File: src/rtl/core/lnpm_pkg.sv
package lnpm_pkg;

    // largest opcode value, used by the constant pc add
    localparam logic [7:0] OPCODE_MAX = 8'd255;

    // bit-serial loops run one bit of an 8-bit value per cycle
    localparam int STEP_BITS = 8;
    localparam int CNT_W     = $clog2(STEP_BITS);
    localparam logic [CNT_W-1:0] CNT_LAST = CNT_W'(STEP_BITS - 1);

    // reset values of the configuration registers
    localparam logic [7:0]        RST_MIN_INST_LENGTH = 8'd1;
    localparam logic              RST_DEFAULT_STMT    = 1'b1;
    localparam logic signed [7:0] RST_LINE_BASE       = -8'sd5;
    localparam logic [7:0]        RST_LINE_RANGE      = 8'd14;
    localparam logic [7:0]        RST_OPCODE_BASE     = 8'd13;

    // standard opcodes
    typedef enum logic [7:0] {
        OP_EXTENDED           = 8'd0,
        OP_COPY               = 8'd1,
        OP_ADVANCE_PC         = 8'd2,
        OP_ADVANCE_LINE       = 8'd3,
        OP_SET_FILE           = 8'd4,
        OP_SET_COLUMN         = 8'd5,
        OP_NEGATE_STMT        = 8'd6,
        OP_SET_BASIC_BLOCK    = 8'd7,
        OP_CONST_ADD_PC       = 8'd8,
        OP_FIXED_ADVANCE_PC   = 8'd9,
        OP_SET_PROLOGUE_END   = 8'd10,
        OP_SET_EPILOGUE_BEGIN = 8'd11,
        OP_SET_ISA            = 8'd12
    } opcode_t;

    // extended opcodes that do something
    typedef enum logic [7:0] {
        EXT_END_SEQUENCE = 8'd1,
        EXT_SET_ADDRESS  = 8'd2
    } ext_opcode_t;

    // configuration register indexes
    localparam int CFG_IDX_W = 3;
    typedef enum logic [CFG_IDX_W-1:0] {
        CFG_MIN_INST_LENGTH = 3'd0,
        CFG_DEFAULT_STMT    = 3'd1,
        CFG_LINE_BASE       = 3'd2,
        CFG_LINE_RANGE      = 3'd3,
        CFG_OPCODE_BASE     = 3'd4
    } cfg_index_t;

    // sequencer states
    typedef enum logic [2:0] {
        ST_IDLE,
        ST_DISPATCH,
        ST_DIV,
        ST_MUL,
        ST_LINE_BASE,
        ST_LINE_REM,
        ST_EMIT
    } state_t;

    typedef struct packed {
        logic [7:0]        min_inst_length;
        logic              default_stmt;
        logic signed [7:0] line_min;
        logic [7:0]        line_span;
        logic [7:0]        opcode_base;
    } cfg_t;

    typedef struct packed {
        logic [63:0] address;
        logic [31:0] line;
        logic [31:0] file;
        logic [31:0] column;
        logic        is_stmt;
        logic        bblock;
        logic        seq_end;
        logic        prologue_end;
        logic        epi_begin;
        logic [31:0] isa;
    } row_t;

    // request to the shared adder: a + b + cin
    typedef struct packed {
        logic [63:0] a;
        logic [63:0] b;
        logic        cin;
    } alu_req_t;

endpackage

File: src/rtl/core/lnpm_instr_if.sv
interface lnpm_instr_if;
    logic        valid;
    logic        ready;
    logic [7:0]  func;
    logic [7:0]  ext_opcode;
    logic [63:0] operand;

    modport source (output valid, output func, output ext_opcode, output operand,
                    input ready);
    modport sink   (input valid, input func, input ext_opcode, input operand,
                    output ready);
endinterface

File: src/rtl/core/lnpm_row_if.sv
interface lnpm_row_if;
    logic        valid;
    logic        ready;
    logic [63:0] row_address;
    logic [31:0] row_line;
    logic [31:0] row_file;
    logic [31:0] row_column;
    logic        row_is_stmt;
    logic        row_basic_block;
    logic        row_end_sequence;
    logic        row_prologue_end;
    logic        row_epilogue_begin;
    logic [31:0] row_isa;

    modport source (output valid, output row_address, output row_line, output row_file,
                    output row_column, output row_is_stmt, output row_basic_block,
                    output row_end_sequence, output row_prologue_end,
                    output row_epilogue_begin, output row_isa, input ready);
    modport sink   (input valid, input row_address, input row_line, input row_file,
                    input row_column, input row_is_stmt, input row_basic_block,
                    input row_end_sequence, input row_prologue_end,
                    input row_epilogue_begin, input row_isa, output ready);
endinterface

File: src/rtl/core/lnpm_cfg_if.sv
interface lnpm_cfg_if;
    logic                           valid;
    logic                           ready;
    logic [lnpm_pkg::CFG_IDX_W-1:0] index;
    logic [7:0]                     data;

    modport source (output valid, output index, output data, input ready);
    modport sink   (input valid, input index, input data, output ready);
endinterface

File: src/rtl/core/line_number_program_machine.sv
// channel | modport | word
// --------+---------+-------------------------------------------------
// instr   | sink    | func, ext_opcode, operand: one decoded instruction
// row     | source  | row_address .. row_isa: one emitted line row
// cfg     | sink    | index, data: configuration register write
//
// One instruction at a time, accepted only in idle. Simple register ops, fixed pc advance
// and line advance finish in dispatch; copy and sequence end go on to emit; pc advance runs
// the multiply; constant pc add divides, then multiplies; special opcodes also add line
// base and remainder, then emit. Divide and shift-add multiply share the 64-bit adder.
// rst_n is asynchronous; the row registers and configuration take their initial
// values. A row waits in the emit state while the output register is still full.
module line_number_program_machine (
    input  logic        clk,
    input  logic        rst_n,
    lnpm_instr_if.sink  instr,
    lnpm_row_if.source  row,
    lnpm_cfg_if.sink    cfg
);
    import lnpm_pkg::*;

    cfg_t      cfg_reg;
    row_t      row_data_reg;
    logic      row_valid_reg;
    logic      out_free;
    logic      emit_load;
    row_t      emit_row;
    alu_req_t  alu_req;
    logic [64:0] alu_sum;

    // configuration writes are always taken
    assign cfg.ready = 1'b1;

    always_ff @(posedge clk or negedge rst_n)
    begin
        if (!rst_n)
        begin
            cfg_reg.min_inst_length <= RST_MIN_INST_LENGTH;
            cfg_reg.default_stmt    <= RST_DEFAULT_STMT;
            cfg_reg.line_min        <= RST_LINE_BASE;
            cfg_reg.line_span       <= RST_LINE_RANGE;
            cfg_reg.opcode_base     <= RST_OPCODE_BASE;
        end
        else if (cfg.valid)
        begin
            case (cfg.index)
                CFG_MIN_INST_LENGTH: cfg_reg.min_inst_length <= cfg.data;
                CFG_DEFAULT_STMT:    cfg_reg.default_stmt    <= cfg.data[0];
                CFG_LINE_BASE:       cfg_reg.line_min        <= cfg.data;
                CFG_LINE_RANGE:      cfg_reg.line_span       <= cfg.data;
                CFG_OPCODE_BASE:     cfg_reg.opcode_base     <= cfg.data;
                default:             ;
            endcase
        end
    end

    // shared adder
    lnpm_alu u_alu (
        .req (alu_req),
        .sum (alu_sum)
    );

    // sequencer and row registers
    lnpm_core u_core (
        .clk       (clk),
        .rst_n     (rst_n),
        .cfg_regs  (cfg_reg),
        .instr     (instr),
        .out_free  (out_free),
        .emit_load (emit_load),
        .emit_row  (emit_row),
        .alu_req   (alu_req),
        .alu_sum   (alu_sum)
    );

    // output register
    assign out_free = !row_valid_reg || row.ready;

    always_ff @(posedge clk or negedge rst_n)
    begin
        if (!rst_n)
        begin
            row_valid_reg <= 1'b0;
        end
        else if (emit_load)
        begin
            row_valid_reg <= 1'b1;
        end
        else if (row.ready)
        begin
            row_valid_reg <= 1'b0;
        end
    end

    always_ff @(posedge clk)
    begin
        if (emit_load)
        begin
            row_data_reg <= emit_row;
        end
    end

    assign row.valid              = row_valid_reg;
    assign row.row_address        = row_data_reg.address;
    assign row.row_line           = row_data_reg.line;
    assign row.row_file           = row_data_reg.file;
    assign row.row_column         = row_data_reg.column;
    assign row.row_is_stmt        = row_data_reg.is_stmt;
    assign row.row_basic_block    = row_data_reg.bblock;
    assign row.row_end_sequence   = row_data_reg.seq_end;
    assign row.row_prologue_end   = row_data_reg.prologue_end;
    assign row.row_epilogue_begin = row_data_reg.epi_begin;
    assign row.row_isa            = row_data_reg.isa;

    // checks
    a_busy_after_accept: assert property (@(posedge clk) disable iff (!rst_n)
        instr.valid && instr.ready |=> !instr.ready)
        else $error("instruction accepted while previous one still running");

    a_load_into_free_slot: assert property (@(posedge clk) disable iff (!rst_n)
        emit_load |-> (!row_valid_reg || row.ready))
        else $error("row loaded over an untaken row");

    a_ready_after_emit: assert property (@(posedge clk) disable iff (!rst_n)
        emit_load |=> instr.ready && row.valid)
        else $error("emit did not return to idle with a valid row");

endmodule

File: src/rtl/core/lnpm_alu.sv
module lnpm_alu (
    input  lnpm_pkg::alu_req_t req,
    output logic [64:0]        sum
);
    import lnpm_pkg::*;

    // one 64-bit adder with carry out; subtraction comes in as ~b with cin set
    assign sum = {1'b0, req.a} + {1'b0, req.b} + {64'd0, req.cin};

endmodule

File: src/rtl/core/lnpm_core.sv
module lnpm_core (
    input  logic                clk,
    input  logic                rst_n,
    input  lnpm_pkg::cfg_t      cfg_regs,
    lnpm_instr_if.sink          instr,
    input  logic                out_free,
    output logic                emit_load,
    output lnpm_pkg::row_t      emit_row,
    output lnpm_pkg::alu_req_t  alu_req,
    input  logic [64:0]         alu_sum
);
    import lnpm_pkg::*;

    state_t            state_reg, state_next;
    logic [7:0]        func_reg, func_next;
    logic [7:0]        ext_reg, ext_next;
    logic [63:0]       operand_reg, operand_next;

    // row registers
    logic [63:0]       address_reg, address_next;
    logic [31:0]       line_reg, line_next;
    logic [31:0]       file_reg, file_next;
    logic [31:0]       column_reg, column_next;
    logic              stmt_reg, stmt_next;
    logic              bb_reg, bb_next;
    logic              pe_reg, pe_next;
    logic              eb_reg, eb_next;
    logic [31:0]       isa_reg, isa_next;

    // divide / multiply working registers
    logic [7:0]        dvd_reg, dvd_next;
    logic [7:0]        rem_reg, rem_next;
    logic [7:0]        quo_reg, quo_next;
    logic [63:0]       mul_m_reg, mul_m_next;
    logic [7:0]        mul_n_reg, mul_n_next;
    logic [CNT_W-1:0]  cnt_reg, cnt_next;
    logic              special_reg, special_next;
    logic              endseq_reg, endseq_next;

    logic [8:0]        div_shift;
    logic              div_ge;
    logic [7:0]        quo_step;

    assign instr.ready = (state_reg == ST_IDLE);

    assign emit_row = '{address:      address_reg,
                        line:         line_reg,
                        file:         file_reg,
                        column:       column_reg,
                        is_stmt:      stmt_reg,
                        bblock:       bb_reg,
                        seq_end:      endseq_reg,
                        prologue_end: pe_reg,
                        epi_begin:    eb_reg,
                        isa:          isa_reg};

    // divide step: shift in next dividend bit, trial subtract the line range
    assign div_shift = {rem_reg, dvd_reg[7]};
    assign div_ge    = alu_sum[64];
    assign quo_step  = {quo_reg[6:0], div_ge};

    // sequencer and datapath control
    always_comb
    begin
        state_next   = state_reg;
        func_next    = func_reg;
        ext_next     = ext_reg;
        operand_next = operand_reg;
        address_next = address_reg;
        line_next    = line_reg;
        file_next    = file_reg;
        column_next  = column_reg;
        stmt_next    = stmt_reg;
        bb_next      = bb_reg;
        pe_next      = pe_reg;
        eb_next      = eb_reg;
        isa_next     = isa_reg;
        dvd_next     = dvd_reg;
        rem_next     = rem_reg;
        quo_next     = quo_reg;
        mul_m_next   = mul_m_reg;
        mul_n_next   = mul_n_reg;
        cnt_next     = cnt_reg;
        special_next = special_reg;
        endseq_next  = endseq_reg;
        emit_load    = 1'b0;
        alu_req      = '{a: address_reg, b: mul_m_reg, cin: 1'b0};

        case (state_reg)
            ST_IDLE:
            begin
                if (instr.valid)
                begin
                    func_next    = instr.func;
                    ext_next     = instr.ext_opcode;
                    operand_next = instr.operand;
                    state_next   = ST_DISPATCH;
                end
            end

            ST_DISPATCH:
            begin
                state_next  = ST_IDLE;
                endseq_next = 1'b0;
                cnt_next    = '0;
                rem_next    = '0;
                quo_next    = '0;
                case (func_reg)
                    OP_EXTENDED:
                    begin
                        if (ext_reg == EXT_END_SEQUENCE)
                        begin
                            endseq_next = 1'b1;
                            state_next  = ST_EMIT;
                        end
                        else if (ext_reg == EXT_SET_ADDRESS)
                        begin
                            address_next = operand_reg;
                        end
                    end
                    OP_COPY:
                    begin
                        state_next = ST_EMIT;
                    end
                    OP_ADVANCE_PC:
                    begin
                        mul_m_next   = operand_reg;
                        mul_n_next   = cfg_regs.min_inst_length;
                        special_next = 1'b0;
                        state_next   = ST_MUL;
                    end
                    OP_ADVANCE_LINE:
                    begin
                        alu_req   = '{a: {32'd0, line_reg}, b: {32'd0, operand_reg[31:0]},
                                      cin: 1'b0};
                        line_next = alu_sum[31:0];
                    end
                    OP_SET_FILE:           file_next   = operand_reg[31:0];
                    OP_SET_COLUMN:         column_next = operand_reg[31:0];
                    OP_NEGATE_STMT:        stmt_next   = ~stmt_reg;
                    OP_SET_BASIC_BLOCK:    bb_next     = 1'b1;
                    OP_CONST_ADD_PC:
                    begin
                        dvd_next     = OPCODE_MAX - cfg_regs.opcode_base;
                        special_next = 1'b0;
                        state_next   = ST_DIV;
                    end
                    OP_FIXED_ADVANCE_PC:
                    begin
                        alu_req      = '{a: address_reg, b: {48'd0, operand_reg[15:0]},
                                         cin: 1'b0};
                        address_next = alu_sum[63:0];
                    end
                    OP_SET_PROLOGUE_END:   pe_next     = 1'b1;
                    OP_SET_EPILOGUE_BEGIN: eb_next     = 1'b1;
                    OP_SET_ISA:            isa_next    = operand_reg[31:0];
                    default:
                    begin
                        // special opcode; unused standard opcodes fall through idle
                        if (func_reg >= cfg_regs.opcode_base)
                        begin
                            dvd_next     = func_reg - cfg_regs.opcode_base;
                            special_next = 1'b1;
                            state_next   = ST_DIV;
                        end
                    end
                endcase
            end

            ST_DIV:
            begin
                alu_req  = '{a: {55'd0, div_shift}, b: ~{56'd0, cfg_regs.line_span},
                             cin: 1'b1};
                rem_next = div_ge ? alu_sum[7:0] : div_shift[7:0];
                quo_next = quo_step;
                dvd_next = {dvd_reg[6:0], 1'b0};
                cnt_next = cnt_reg + 1'b1;
                if (cnt_reg == CNT_LAST)
                begin
                    // zero line range: quotient 0, remainder already equals dividend
                    mul_m_next = (cfg_regs.line_span == 8'd0) ? 64'd0 : {56'd0, quo_step};
                    mul_n_next = cfg_regs.min_inst_length;
                    cnt_next   = '0;
                    state_next = ST_MUL;
                end
            end

            ST_MUL:
            begin
                // shift-add: address += mul_m << i for each set bit of mul_n
                alu_req = '{a: address_reg, b: mul_m_reg, cin: 1'b0};
                if (mul_n_reg[0])
                begin
                    address_next = alu_sum[63:0];
                end
                mul_m_next = {mul_m_reg[62:0], 1'b0};
                mul_n_next = {1'b0, mul_n_reg[7:1]};
                cnt_next   = cnt_reg + 1'b1;
                if (cnt_reg == CNT_LAST)
                begin
                    cnt_next   = '0;
                    state_next = special_reg ? ST_LINE_BASE : ST_IDLE;
                end
            end

            ST_LINE_BASE:
            begin
                alu_req    = '{a: {32'd0, line_reg},
                               b: {32'd0, {24{cfg_regs.line_min[7]}}, cfg_regs.line_min},
                               cin: 1'b0};
                line_next  = alu_sum[31:0];
                state_next = ST_LINE_REM;
            end

            ST_LINE_REM:
            begin
                alu_req    = '{a: {32'd0, line_reg}, b: {56'd0, rem_reg}, cin: 1'b0};
                line_next  = alu_sum[31:0];
                state_next = ST_EMIT;
            end

            ST_EMIT:
            begin
                if (out_free)
                begin
                    emit_load = 1'b1;
                    bb_next   = 1'b0;
                    pe_next   = 1'b0;
                    eb_next   = 1'b0;
                    if (endseq_reg)
                    begin
                        address_next = '0;
                        line_next    = 32'd1;
                        file_next    = 32'd1;
                        column_next  = '0;
                        stmt_next    = cfg_regs.default_stmt;
                        isa_next     = '0;
                    end
                    state_next = ST_IDLE;
                end
            end

            default:
            begin
                state_next = ST_IDLE;
            end
        endcase
    end

    // control and row registers
    always_ff @(posedge clk or negedge rst_n)
    begin
        if (!rst_n)
        begin
            state_reg   <= ST_IDLE;
            cnt_reg     <= '0;
            address_reg <= '0;
            line_reg    <= 32'd1;
            file_reg    <= 32'd1;
            column_reg  <= '0;
            stmt_reg    <= RST_DEFAULT_STMT;
            bb_reg      <= 1'b0;
            pe_reg      <= 1'b0;
            eb_reg      <= 1'b0;
            isa_reg     <= '0;
        end
        else
        begin
            state_reg   <= state_next;
            cnt_reg     <= cnt_next;
            address_reg <= address_next;
            line_reg    <= line_next;
            file_reg    <= file_next;
            column_reg  <= column_next;
            stmt_reg    <= stmt_next;
            bb_reg      <= bb_next;
            pe_reg      <= pe_next;
            eb_reg      <= eb_next;
            isa_reg     <= isa_next;
        end
    end

    // working registers, no reset needed
    always_ff @(posedge clk)
    begin
        func_reg    <= func_next;
        ext_reg     <= ext_next;
        operand_reg <= operand_next;
        dvd_reg     <= dvd_next;
        rem_reg     <= rem_next;
        quo_reg     <= quo_next;
        mul_m_reg   <= mul_m_next;
        mul_n_reg   <= mul_n_next;
        special_reg <= special_next;
        endseq_reg  <= endseq_next;
    end

endmodule
File: src/flat_wrapper.sv
// flat-port wrapper written by rule: the top's interface ports become plain ports
module line_number_program_machine_flat import lnpm_pkg::*;
  (clk, rst_n, instr_valid, instr_func, instr_ext_opcode, instr_operand, instr_ready, row_valid, row_row_address, row_row_line, row_row_file, row_row_column, row_row_is_stmt, row_row_basic_block, row_row_end_sequence, row_row_prologue_end, row_row_epilogue_begin, row_row_isa, row_ready, cfg_valid, cfg_index, cfg_data, cfg_ready);
  lnpm_instr_if instr_i ();
  lnpm_row_if row_i ();
  lnpm_cfg_if cfg_i ();
  input  logic clk;
  input  logic rst_n;
  input wire logic [$bits(instr_i.valid)-1:0] instr_valid;
  input wire logic [$bits(instr_i.func)-1:0] instr_func;
  input wire logic [$bits(instr_i.ext_opcode)-1:0] instr_ext_opcode;
  input wire logic [$bits(instr_i.operand)-1:0] instr_operand;
  output wire logic [$bits(instr_i.ready)-1:0] instr_ready;
  output wire logic [$bits(row_i.valid)-1:0] row_valid;
  output wire logic [$bits(row_i.row_address)-1:0] row_row_address;
  output wire logic [$bits(row_i.row_line)-1:0] row_row_line;
  output wire logic [$bits(row_i.row_file)-1:0] row_row_file;
  output wire logic [$bits(row_i.row_column)-1:0] row_row_column;
  output wire logic [$bits(row_i.row_is_stmt)-1:0] row_row_is_stmt;
  output wire logic [$bits(row_i.row_basic_block)-1:0] row_row_basic_block;
  output wire logic [$bits(row_i.row_end_sequence)-1:0] row_row_end_sequence;
  output wire logic [$bits(row_i.row_prologue_end)-1:0] row_row_prologue_end;
  output wire logic [$bits(row_i.row_epilogue_begin)-1:0] row_row_epilogue_begin;
  output wire logic [$bits(row_i.row_isa)-1:0] row_row_isa;
  input wire logic [$bits(row_i.ready)-1:0] row_ready;
  input wire logic [$bits(cfg_i.valid)-1:0] cfg_valid;
  input wire logic [$bits(cfg_i.index)-1:0] cfg_index;
  input wire logic [$bits(cfg_i.data)-1:0] cfg_data;
  output wire logic [$bits(cfg_i.ready)-1:0] cfg_ready;
  assign instr_i.valid = instr_valid;
  assign instr_i.func = instr_func;
  assign instr_i.ext_opcode = instr_ext_opcode;
  assign instr_i.operand = instr_operand;
  assign instr_ready = instr_i.ready;
  assign row_valid = row_i.valid;
  assign row_row_address = row_i.row_address;
  assign row_row_line = row_i.row_line;
  assign row_row_file = row_i.row_file;
  assign row_row_column = row_i.row_column;
  assign row_row_is_stmt = row_i.row_is_stmt;
  assign row_row_basic_block = row_i.row_basic_block;
  assign row_row_end_sequence = row_i.row_end_sequence;
  assign row_row_prologue_end = row_i.row_prologue_end;
  assign row_row_epilogue_begin = row_i.row_epilogue_begin;
  assign row_row_isa = row_i.row_isa;
  assign row_i.ready = row_ready;
  assign cfg_i.valid = cfg_valid;
  assign cfg_i.index = cfg_index;
  assign cfg_i.data = cfg_data;
  assign cfg_ready = cfg_i.ready;
  line_number_program_machine u_core (.clk(clk), .rst_n(rst_n), .instr(instr_i), .row(row_i), .cfg(cfg_i));
endmodule
File: config.mk
export PLATFORM = sky130hd
export DESIGN_NAME = line_number_program_machine_flat
export DESIGN_NICKNAME = d
export VERILOG_FILES = /design/src/rtl/core/lnpm_pkg.sv /design/src/rtl/core/lnpm_instr_if.sv /design/src/rtl/core/lnpm_row_if.sv /design/src/rtl/core/lnpm_cfg_if.sv /design/src/rtl/core/line_number_program_machine.sv /design/src/rtl/core/lnpm_alu.sv /design/src/rtl/core/lnpm_core.sv /design/src/flat_wrapper.sv
export SDC_FILE = /design/constraint.sdc
export NUM_CORES = 1
export LEC_CHECK = 0
export BUFFER_PORTS_ARGS = -buffer_cell sky130_fd_sc_hd__buf_2
export CORE_ASPECT_RATIO = 1.25
export CORE_MARGIN = 2
export CORE_UTILIZATION = 43
export CTS_CLUSTER_SIZE = 28
export DETAILED_ROUTE_END_ITERATION = 8
export SYNTH_ARGS = -nofsm -noshare
export SYNTH_HDL_FRONTEND = slang
export SYNTH_SLANG_ARGS = --single-unit
File: constraint.sdc
create_clock -name clk -period 12.1 [get_ports clk]
set_input_delay 1.21 -clock clk [delete_from_list [all_inputs] [get_ports clk]]
set_output_delay 1.21 -clock clk [all_outputs]
set_load 0.005 [all_outputs]
After elaboration in Yosys (flattened, before gate mapping)

Cells that the tools add are included.
W data, S select, Z words.

Input port bits: 96
Word-level logic and storage cells: 193
Bits in registers: 610
Output and inout port bits: 200

Add/subtract/negate cells: 5
Reduce and logical (&&, ||, !) cells: 39
Bitwise logic cells: 3
Muxes and demuxes: 63
Equality and inequality tests: 45
Magnitude comparators: 1

Operators by type and width:

| kind                 | number |
|---|---|
| $pmux W129 S4        | 1 |
| $mux W64             | 7 |
| $pmux W64 S3         | 2 |
| $pmux W129 S2        | 1 |
| $mux W32             | 8 |
| $pmux W32 S2         | 3 |
| $pmux W64 S2         | 1 |
| $pmux W32 S3         | 1 |
| $add A64 B64 Y65     | 1 |
| $add A65 B1 Y65      | 1 |
| $not A8 Y64          | 1 |
| $pmux W8 S2          | 3 |
| $eq A8 B4 Y1 const B | 5 |
| $mux W8              | 5 |
| $eq A8 B3 Y1 const B | 4 |
| $ne A2 B2 Y1 const B | 16 |
| $eq A8 B2 Y1 const B | 3 |
| $pmux W8 S3          | 1 |
| $reduce_and A4 Y1    | 6 |
| $mux W3              | 7 |
| $pmux W3 S7          | 1 |
| $reduce_and A3 Y1    | 6 |
| $eq A8 B1 Y1 const B | 2 |
| $logic_not A8 Y1     | 2 |
| 26 further kinds     | 68 |

Depth between registers and ports, before layout

Word-level depth: 8
Mapped depth: 25
Depth with buffers taken out: 21

By module

From an unflattened synthesis, not the netlist that was laid out.

Cells, all modules: 2309
Area, all modules: 27924.3 um2

Modules (own cells, without submodules):

| module                      | cells each | area an instance (um2) | instances |
|---|---|---|---|
| lnpm_core                   | 1497       | 16901.2                | 1 |
| line_number_program_machine | 275        | 7267.0                 | 1 |
| lnpm_alu                    | 537        | 3756.1                 | 1 |

Worst setup path before layout

OpenSTA, ideal clock, no wires.

Kind: input -> register
From: input row_ready
To: register u_core.row_data_reg (netlist bit u_core.row.row_address[0]) (enable)
Data arrival time: 5.295 ns
Stages: 3
Library setup time: 0.548 ns
Path slack: 6.257 ns
Path through: nand2b_1 > nand2_1 > inv_1

Longest elaborated chain between the ends: 3

RTL lines:

| what                   | line                              | source |
|---|---|---|
| start: declaration     | flat_wrapper.sv:25                | `input wire logic [$bits(row_i.ready)-1:0] row_ready;` |
| $logic_or A1 B1 Y1     | line_number_program_machine.sv:77 | `assign out_free = !row_valid_reg \|\| row.ready;` |
| $mux W1                | lnpm_core.sv:224                  | `if (out_free)` |
| $mux W1                | lnpm_core.sv:89                   | `case (state_reg)` |
| via u_core.emit_load   | line_number_program_machine.sv:26 | `logic emit_load;` |
| end signal: assignment | line_number_program_machine.sv:99 | `row_data_reg <= emit_row;` |
| end: declaration       | line_number_program_machine.sv:23 | `row_t row_data_reg;` |

The timed path passes the listed nets, and every way through them passes these cells.
A chain may end at the register's enable or synchronous reset.

Worst setup path after layout

From: register u_core.u_core.state_reg[2]
To: register u_core.u_core.rem_reg[6] (data pin)

Longest elaborated chain between the ends: 6

RTL lines:

| what                                       | line             | source |
|---|---|---|
| start: declaration                         | lnpm_core.sv:14  | `state_t state_reg, state_next;` |
| start signal: assignment                   | lnpm_core.sv:269 | `state_reg <= state_next;` |
| $eq A3 B3 Y1, or another cell as far along | lnpm_core.sv:89  |  |
| $pmux W129 S4                              | lnpm_core.sv:89  |  |
| $add A64 B64 Y65                           | lnpm_alu.sv:8    | `assign sum = {1'b0, req.a} + {1'b0, req.b} + {64'd0, req.cin};` |
| $add A65 B1 Y65                            | lnpm_alu.sv:8    |  |
| $mux W8                                    | lnpm_core.sv:174 | `rem_next = div_ge ? alu_sum[7:0] : div_shift[7:0];` |
| $pmux W8 S2 (*)                            | lnpm_core.sv:89  |  |
| end signal: assignment                     | lnpm_core.sv:290 | `rem_reg <= rem_next;` |
| end: declaration                           | lnpm_core.sv:32  | `logic [7:0] rem_reg, rem_next;` |

Every way passes the cells marked *; elsewhere a longest branch is shown, timed or not.

==> impl_metrics.env <==
export IMPL_clk_pin_slew_ps=60
export IMPL_cts_hold_buf=0
export IMPL_drv_slew=0
export IMPL_syn_num_nets=2700
export IMPL_synth_enable_flop_cells=374
export IMPL_avgSynthCellArea_um2=11.1
export IMPL_crit_buf_inv=3
export IMPL_clk_path_buf_depth=3
export IMPL_num_rows=104
export IMPL_vias=20430
export IMPL_layout_nets=2934
export IMPL_routed_via_density=5.58
export IMPL_cts_resized=0
export IMPL_post_route_min_period_ps=7000
export IMPL_grt_max_degree=136
export IMPL_clock_sinks=610
export IMPL_cap_violations=0
export IMPL_max_clock_freq_mhz=143
export IMPL_multi_input_area_um2=10300
export IMPL_yosys_area_top_type_share=0.400
export IMPL_clk_latency_ps=640
export IMPL_numPortBuffers=294
export IMPL_drcViolationCount=0
export IMPL_startpoint_type="flip-flop"
export IMPL_track_usage=0.230
export IMPL_crit_path_max_fanout=41
export IMPL_cpLargestDelayFamily="compound AO/OA/AOI/OAI gates"
export IMPL_die_w_um=232
export IMPL_dp_hpwl_um=53800
export IMPL_drt_iter0_drc=1630
export IMPL_netlist_area_um2=28000
export IMPL_cp_common_cell="nand2b_1"
export IMPL_initial_core_util=0.435
export IMPL_crit_arrival_ps=7350
export IMPL_tritoncts="built"
export IMPL_area_delta_synth_final_pct=15.7
export IMPL_post_cts_setup_buffer_count=0
export IMPL_ys_flop_type="edfxtp_1"
export IMPL_min_path_type="reg -> reg"
export IMPL_postRouteAntennaNets=0
export IMPL_worstSetupPathType="reg -> reg"
export IMPL_n_antenna_cell=0
export IMPL_finalHoldViolations=0
export IMPL_crit_path_max_incr_delay_ps=590
export IMPL_async_flop_share=0.387
export IMPL_status="finished clean"
export IMPL_period_share=0.579
export IMPL_fp_coreArea_um2=64400
export IMPL_cp_required_ps=12450
export IMPL_cts_inserted_buffers=61
export IMPL_firstDrtPassIters=6
export IMPL_synth_seq_cells=610
export IMPL_antenna_found_initial=1
export IMPL_rsz0062_at_grt="no"
export IMPL_slew_headroom=0.113
export IMPL_fillers=5829
export IMPL_cp_cell_sequence="nand2b_1 > nand2b_1 > inv_1 > nand2_1 > nand2b_1 > buf_4 > a221o_1 > inv_1 > fa_1 > and2b_1 > o2111ai_1 > a21oi_2 > nor2_1 > or2_4 > o41ai_4 > a41o_2 > a21oi_4 > o221ai_2 > a21o_1 > mux2i_1"
export IMPL_yosysWarnings=0
export IMPL_postSynthCellCount=2528
export IMPL_synth_cell_type_count=85
export IMPL_synth_area_top_cells="edfxtp_1, dfrtp_1, nand2_1, o21ai_0, ha_1"
export IMPL_die_area_um2=67300
export IMPL_overflow=0
export IMPL_drive_gt1_frac=0.183
export IMPL_setup_viol=0
export IMPL_fin_setup_tns_ps=0
export IMPL_cts_root_buffer="clkbuf_16"
export IMPL_slowest_stage="nand2_1"
export IMPL_fin_skew_ps=22.5
export IMPL_yosys_area_top_type="edfxtp_1"
export IMPL_grt_pass1_wl_um=120000
export IMPL_worst_pin_slew_ps=1330
export IMPL_wl_um=77200
export IMPL_grt_pass1_vias=20516
export IMPL_pin_count=296
export IMPL_yosysSeqAreaShare=0.612
export IMPL_cp_end_kind="flip-flop"
export IMPL_finalWeightedCongestion=0.936
export IMPL_wire_per_inst_um=21.1
export IMPL_fin_util=0.504
export IMPL_h_tree_depth=2
export IMPL_seq_area_um2=17200
export IMPL_die_height_um=290
==> layout by cell type (no fill, tap or decap), types with 24 or more instances in the layout <==
cell / n
edfxtp_1: 374
xnor2_1: 41
a21o_1: 44
ha_1: 73
buf_4: 29
o21ai_0: 242
buf_2: 293
a221oi_1: 40
a21oi_1: 163
xor2_1: 26
nand3_1: 24
dfrtp_1: 217
and2_1: 42
inv_1: 29
mux2_2: 26
a22o_1: 70
clkbuf_16: 62
nor2_1: 207
nand2_1: 480
==> area by class of cell <==
cell class | instances | share of cell area
Timing Repair Buffer | 323 | 0.0523
Inverter | 32 | 0.00393
Sequential cell | 610 | 0.529
Clock inverter | 37 | 0.0148
Clock buffer | 79 | 0.0510
Multi-Input combinational cell | 1734 | 0.317
Tap cell | 848 | 0.0327
==> cells by family after synthesis <==
group / count (synthesis) / share of synthesized area
compound gates: 695 / 0.161
fa+ha+maj: 76 / 0.0347
xor+xnor: 67 / 0.0209
simple gates: 853 / 0.130
buf+inv: 184 / 0.0258
other cells: 1 / 0.000134
flops: 610 / 0.612
mux: 42 / 0.0161
==> cells in the mapped netlist (4+ instances only) <==
library cell and n:
or2_2 4, a221o_1 12, mux2i_1 16, edfxtp_1 374, nand2b_1 13, buf_1 9
inv_1 30, clkbuf_1 132, o22ai_1 11, dfstp_2 18, buf_2 6, o211ai_1 4
nor2b_1 10, a22o_1 70, nand4_1 18, dfrtp_1 218, a21oi_1 166, a22oi_1 14
and2_1 43, ha_1 73, a221oi_1 40, o21ai_1 4, and3_1 9, a31oi_1 11
nor3_1 17, o31ai_1 9, nor2_1 208, mux2_2 26, nand2_1 480, a21o_1 45
xnor2_1 41, o21bai_1 12, o21ai_0 242, xor2_1 26, nand3_1 24, nor4_1 7
a211oi_1 10, o2111ai_1 4
==> stage by stage <==
step                hold slack, ps  area, µm²  cells  setup WS (ps)
finish                         444      32500   3663           5100
global placement               430      30300   3547           5330
detailed placement             432      30300   3547           5180
CTS                            447      32500   3663           5140
floorplan                      417      28000   2528           6260
global route                   450      32500   3663           4710
==> metal layers <==
| metal | wire length (µm) | global-route usage | vias to the layer above |
|---|---|---|---|
| li1 | - | - | 9625 |
| met3 | 3940 | 0.0292 | 136 |
| met4 | 2480 | 0.0813 | 0 |
| met2 | 37400 | 0.389 | 607 |
| met1 | 33400 | 0.304 | 10062 |
| met5 | 0 | 0 | - |
==> final timing paths <==
kind                       depth (start not counted)  slack, ps                         end                         start
max in group asynchronous                          3       9690  u_core.u_core.state_reg[0]                         rst_n
setup / recovery                                  20       5100    u_core.u_core.rem_reg[6]    u_core.u_core.state_reg[2]
setup reg to reg                                  20       5100    u_core.u_core.rem_reg[6]    u_core.u_core.state_reg[2]
min in group asynchronous                          1        470           u_core.cfg_reg[4]                         rst_n
hold reg to reg                                    0        440   u_core.row.row_column[15]  u_core.u_core.column_reg[15]
hold / removal                                     0        440   u_core.row.row_column[15]  u_core.u_core.column_reg[15]
Power is left out: the tool's default activity adds up to more than one toggle a clock period on the data nets, which glitch-free logic cannot reach.
